### src/design/btpc_pkg.sv
package btpc_pkg;

   // Configuration register indexes.
   localparam int CSR_INDEX_W = 2;
   localparam int CSR_DATA_W  = 48;
   localparam logic [CSR_INDEX_W-1:0] CSR_TEMP_CALIB    = 2'd0;
   localparam logic [CSR_INDEX_W-1:0] CSR_PRESS_CALIB_A = 2'd1;
   localparam logic [CSR_INDEX_W-1:0] CSR_PRESS_CALIB_B = 2'd2;
   localparam logic [CSR_INDEX_W-1:0] CSR_PRESS_CALIB_C = 2'd3;

   // One quotient bit is resolved per divider stage.
   localparam int DIV_STAGES = 64;

   // The fine temperature is the sum of two 23-bit signed terms, so it fits 24 bits signed.
   localparam int FINE_W = 24;

   localparam logic signed [FINE_W:0] FINE_OFFSET  = 25'sd128000;
   localparam logic [20:0]            PRESS_BASE   = 21'd1048576;
   localparam logic [11:0]            PRESS_SCALE  = 12'd3125;
   localparam logic [35:0]            TEMP_ROUND   = 36'd128;
   localparam logic [63:0]            DIVISOR_BIAS = 64'h0000_8000_0000_0000;

   typedef struct packed {
      logic [19:0] raw_temperature;
      logic [19:0] raw_pressure;
   } btpc_req_type;

   typedef struct packed {
      logic signed [31:0] temperature_centi;
      logic [31:0]        pressure_q24_8;
      logic               divisor_zero;
   } btpc_rsp_type;

   typedef struct packed {
      logic [15:0]        t1;
      logic signed [15:0] t2;
      logic signed [15:0] t3;
      logic [15:0]        p1;
      logic signed [15:0] p2;
      logic signed [15:0] p3;
      logic signed [15:0] p4;
      logic signed [15:0] p5;
      logic signed [15:0] p6;
      logic signed [15:0] p7;
      logic signed [15:0] p8;
      logic signed [15:0] p9;
   } btpc_calib_type;

   typedef struct packed {
      logic signed [FINE_W-1:0] fine;
      logic [19:0]              adc_p;
   } btpc_fine_type;

   typedef struct packed {
      logic [63:0]        dividend;
      logic [30:0]        divisor;
      logic               neg;
      logic               dz;
      logic signed [31:0] temp;
   } btpc_divin_type;

   typedef struct packed {
      logic [63:0]        quot;
      logic               neg;
      logic               dz;
      logic signed [31:0] temp;
   } btpc_divout_type;

   typedef struct packed {
      logic [30:0]        rem;
      logic [63:0]        dq;
      logic [30:0]        divisor;
      logic               neg;
      logic               dz;
      logic signed [31:0] temp;
   } btpc_divstage_type;

endpackage

### src/design/btpc_temp.sv
module btpc_temp (
   input  logic                     clock,
   input  logic                     reset,
   input  logic                     adv,
   input  btpc_pkg::btpc_calib_type calib,
   input  logic                     in_valid,
   input  btpc_pkg::btpc_req_type   in_data,
   output logic                     out_valid,
   output btpc_pkg::btpc_fine_type  out_data
);

   logic s1_valid_ff, s2_valid_ff, s3_valid_ff, s4_valid_ff;

   logic signed [17:0] s1_a_ff, s1_a_in;
   logic signed [16:0] s1_d_ff, s1_d_in;
   logic [19:0]        s1_adcp_ff, s2_adcp_ff, s3_adcp_ff;
   logic signed [33:0] s2_m1_ff, s2_m1_in;
   logic signed [33:0] dd_full;
   logic [31:0]        s2_dd_ff, s2_dd_in;
   logic signed [22:0] s3_v1_ff, s3_v1_in;
   logic signed [36:0] s3_m2_ff, s3_m2_in;
   logic signed [22:0] v2;
   btpc_pkg::btpc_fine_type s4_ff, s4_in;

   always_comb begin
      s1_a_in  = $signed({1'b0, in_data.raw_temperature[19:3]})
               - $signed({1'b0, calib.t1, 1'b0});
      s1_d_in  = $signed({1'b0, in_data.raw_temperature[19:4]})
               - $signed({1'b0, calib.t1});
      s2_m1_in = s1_a_ff * calib.t2;
      dd_full  = s1_d_ff * s1_d_ff;
      s2_dd_in = dd_full[31:0];
      s3_v1_in = s2_m1_ff[33:11];
      s3_m2_in = $signed({1'b0, s2_dd_ff[31:12]}) * calib.t3;
      v2       = s3_m2_ff[36:14];
      s4_in.fine  = $signed({s3_v1_ff[22], s3_v1_ff}) + $signed({v2[22], v2});
      s4_in.adc_p = s3_adcp_ff;
   end

   always_ff @(posedge clock) begin
      if (reset) begin
         s1_valid_ff <= 1'b0;
         s2_valid_ff <= 1'b0;
         s3_valid_ff <= 1'b0;
         s4_valid_ff <= 1'b0;
      end else if (adv) begin
         s1_valid_ff <= in_valid;
         s2_valid_ff <= s1_valid_ff;
         s3_valid_ff <= s2_valid_ff;
         s4_valid_ff <= s3_valid_ff;
      end
   end

   always_ff @(posedge clock) begin
      if (adv) begin
         s1_a_ff    <= s1_a_in;
         s1_d_ff    <= s1_d_in;
         s1_adcp_ff <= in_data.raw_pressure;
         s2_m1_ff   <= s2_m1_in;
         s2_dd_ff   <= s2_dd_in;
         s2_adcp_ff <= s1_adcp_ff;
         s3_v1_ff   <= s3_v1_in;
         s3_m2_ff   <= s3_m2_in;
         s3_adcp_ff <= s2_adcp_ff;
         s4_ff      <= s4_in;
      end
   end

   assign out_valid = s4_valid_ff;
   assign out_data  = s4_ff;

endmodule

### config.mk
export PLATFORM = sky130hd
export DESIGN_NAME = btpc_temp
export DESIGN_NICKNAME = d
export VERILOG_FILES = /design/src/design/btpc_pkg.sv /design/src/design/btpc_temp.sv
export SDC_FILE = /design/constraint.sdc
export NUM_CORES = 2
export LEC_CHECK = 0
export BUFFER_PORTS_ARGS = -buffer_cell sky130_fd_sc_hd__buf_2
export CAP_MARGIN = 20
export CELL_PAD_IN_SITES_DETAIL_PLACEMENT = 0
export CELL_PAD_IN_SITES_GLOBAL_PLACEMENT = 2
export CORE_ASPECT_RATIO = 0.8
export CORE_MARGIN = 2
export CORE_UTILIZATION = 37
export DETAILED_ROUTE_END_ITERATION = 7
export MAX_ROUTING_LAYER = met4
export PLACE_DENSITY = 0.86
export SYNTH_ARGS = -nofsm -noshare
export SYNTH_HDL_FRONTEND = slang
export SYNTH_SLANG_ARGS = --single-unit
### constraint.sdc
create_clock -name clock -period 7.13 [get_ports clock]
set_input_delay 0.713 -clock clock [delete_from_list [all_inputs] [get_ports clock]]
set_output_delay 0.713 -clock clock [all_outputs]
set_load 0.1 [all_outputs]
==> results.cfg <==
[run_status]
status = finished clean

[cts]
cts_made_buffers = 27
clock_sinks = 215
cts_tree = built
ctsHoldBuffers = 0
clockBufferDepth = 3
cts_root_buffer = clkbuf_16
insertion_delay_ns = 0.61
clk_pin_slew_ns = 0.07
h-tree-depth = 1

[yosys]
synth_edf_count = 211
synthesis.area_um2 = 37900
synth_seq_cells = 215
ys_types = 62
async_flop_share_pct = 0
synthesis.nets = 5149
synth-seq-area-share_pct = 16.9
syn_inst = 3785
avgSynthCellArea_um2 = 10.0
ys.flop_type = edfxtp_1
yosys_warnings = 0

[global_route]
grt_pass1_wl_mm = 145
grt_pass1_vias = 26582
grt_max_degree = 88
track_usage_pct = 18.0
grt_remaining_overflow = 0
antenna_found_initial = 1

[timing]
maxSlewViolCount = 0
slew_headroom_pct = 31.7
min_period_over_period_pct = 94.7
tightest_slew_ns = 1.03
rsz0062_at_grt = no
setup_viol = 0
skew_ns = 0.0603
fmax_ghz = 0.148
tns_ns = 0
period_needed_ns = 6.75
hold_violations = 0

[detailed_routing]
vias = 24450
firstDrtPassIters = 5
routedWlPerCell_um = 16.6
drc = 0
dr.first_iter.drc_count = 1330
drtAntennaViolNets = 0
viasPerCell = 4.61
drt_wl_total_mm = 88.0

[critical_path]
path_max_fanout = 12
crit_required_ns = 7.47
slowest_delay_ns = 0.74
start_kind = register
critPathSlowestCell = edfxtp_1
worstPathArrival_ns = 7.09
end_kind = register
cp_top_family = adder cells
cp_num_buf_inv = 5
worstPathCellList = buf_4 -> nand2_1 -> fa_1 -> inv_1 -> fa_1 -> inv_1 -> fa_1 -> fa_1 -> inv_1 -> fa_1 -> fa_1 -> ha_1 -> o21ai_0 -> o211ai_2 -> o311ai_2 -> a31oi_1 -> nor2_1 -> buf_4 -> o211a_1 -> or3_1
r2r_slack_ns = 0.38
critical_path_class = reg -> reg
cp_common_cell = fa_1

[final_layout]
area_growth_pct = 9.94
antenna_cells = 0
final_cells = 5302
nFillCells = 10037
final_nets = 5310
drive_gt1_share_pct = 8.10

[placed_design]
numPlacedInstances = 5252
dp_hpwl_mm = 74.5
portBuffers = 133
gp_congestion = 0.874

[flow_run]
max_cap_violations = 0

[min_path]
hp-class = in -> reg

[die]
dieArea_um2 = 105000
initial_core_util_pct = 37.2
die_x_um = 362
die-height_um = 290
io_pins = 281
core_um2 = 102000
core.rowCount = 105
-- synth_stat cells, drive strengths merged, types with 4 or more instances --
cell type | number | area, um^2
inv | 999 | 3750
fa | 798 | 16000
nand2 | 462 | 1730
ha | 330 | 4130
and2 | 288 | 1800
edfxtp | 211 | 6340
clkbuf | 125 | 469
nor2 | 108 | 405
xnor2 | 82 | 718
a21oi | 69 | 353
o21ai | 38 | 190
xor2 | 32 | 280
a21o | 26 | 195
nor3 | 23 | 115
nand2b | 22 | 138
nand3 | 19 | 95.1
o21a | 18 | 135
nor2b | 13 | 81.3
or3 | 10 | 67.6
a31oi | 9 | 56.3
and3 | 9 | 56.3
nand4 | 8 | 50.1
a21boi | 7 | 52.6
o211ai | 6 | 50.1
mux2i | 5 | 50.1
o21bai | 5 | 37.5
or2 | 5 | 31.3
dfxtp | 4 | 80.1
-- path summary, 6_finish.rpt --
| check | startpoint | to | depth (start not counted) |
|---|---|---|---|
| max reg2reg | s1_a_ff[8] | s2_m1_ff[33] | 20 |
| max | s1_a_ff[8] | s2_m1_ff[33] | 20 |
| min | in_data[23] | s1_a_ff[0] | 1 |
| min reg2reg | s2_m1_ff[19] | s3_v1_ff[8] | 0 |
-- cells in the final DEF, fill, tap and decap left out, drive strengths merged, types with 10 or more instances in the layout --
cell type,instances
and2,288
nand3,19
edfxtp,211
o21a,18
nand2b,22
a21oi,69
nand2,462
a21o,26
inv,1006
clkbuf,27
nor2,108
ha,330
buf,260
xor2,32
fa,798
or3,10
o21ai,38
nor3,23
nor2b,13
xnor2,82
-- sequential cells by signal, indices dropped and copies added (netlist names) --
signal       cells
s2_m1_ff        23
s1_valid_ff      1
s2_dd_ff        20
s1_adcp_ff      20
s3_m2_ff        23
out_data        44
out_valid        1
s3_v1_ff        23
s2_valid_ff      1
s3_valid_ff      1
s3_adcp_ff      20
s2_adcp_ff      20
s1_a_ff         18
-- worst register-to-register path, cell delays in order, from the launching register on --
cell      delay (ns)
edfxtp_1        0.74
buf_4           0.31
nand2_1         0.10
fa_1            0.54
inv_1           0.05
fa_1            0.47
inv_1           0.06
fa_1            0.48
fa_1            0.54
inv_1           0.05
fa_1            0.51
fa_1            0.43
ha_1            0.32
o21ai_0         0.13
o211ai_2        0.52
o311ai_2        0.16
a31oi_1         0.23
nor2_1          0.12
buf_4           0.17
o211a_1         0.21
or3_1           0.34
-- cell type report --
type	instances	area [um^2]	area share (%)
clock inverter	21	211	0.507
tap	1337	1670	4.01
timing repair buffer	260	1690	4.06
multi-input combinational	2443	27300	65.4
sequential	215	6420	15.4
inverter	999	3750	8.99
clock buffer	27	676	1.62
-- kinds of logic after synthesis --
kind of cell             count (synthesis)  synth area share (%)
AND/OR/NAND/NOR                        973                  12.2
multiplexers                             6                 0.162
adder cells (fa/ha/maj)               1128                  53.0
XOR/XNOR                               114                  2.63
flip-flops                             215                  16.9
AO/OA/AOI/OAI                          222                  3.92
buffers and inverters                 1127                  11.2
-- repair_timing --
| item | in CTS | in global routing |
|---|---|---|
| setup endpoints to repair | 0 | 1 |
| setup buffers | 0 | 2 |
| gates resized for setup | 0 | 0 |
-- per-stage QoR --
| stage | setup slack (ns) | cell area, um^2 | utilization (%) | hold slack (ns) |
|---|---|---|---|---|
| after CTS | 0.364 | 41700 | 40.8 | 0.237 |
| after global routing | 0.0562 | 41700 | 40.8 | 0.252 |
| after global placement | 0.195 | 40800 | 40.0 | 0.400 |
| after floorplan | 0.375 | 37900 | - | 0.400 |
| after detailed placement | 0.183 | 40800 | 40.0 | 0.405 |
| final | 0.381 | 41700 | 40.8 | 0.283 |
-- metal layers --
layer	GRT usage, %	up-vias	part of all wire (%)	wire [um]
li1	-	11565	-	-
met1	26.4	12306	49	43400
met2	26.8	499	43	38100
met3	3.01	80	5.8	5070
met4	2.66	0	1.6	1370
met5	-	-	0	0
Power is left out: the tool's default activity adds up to more than one toggle a clock period on the data nets, which glitch-free logic cannot reach.
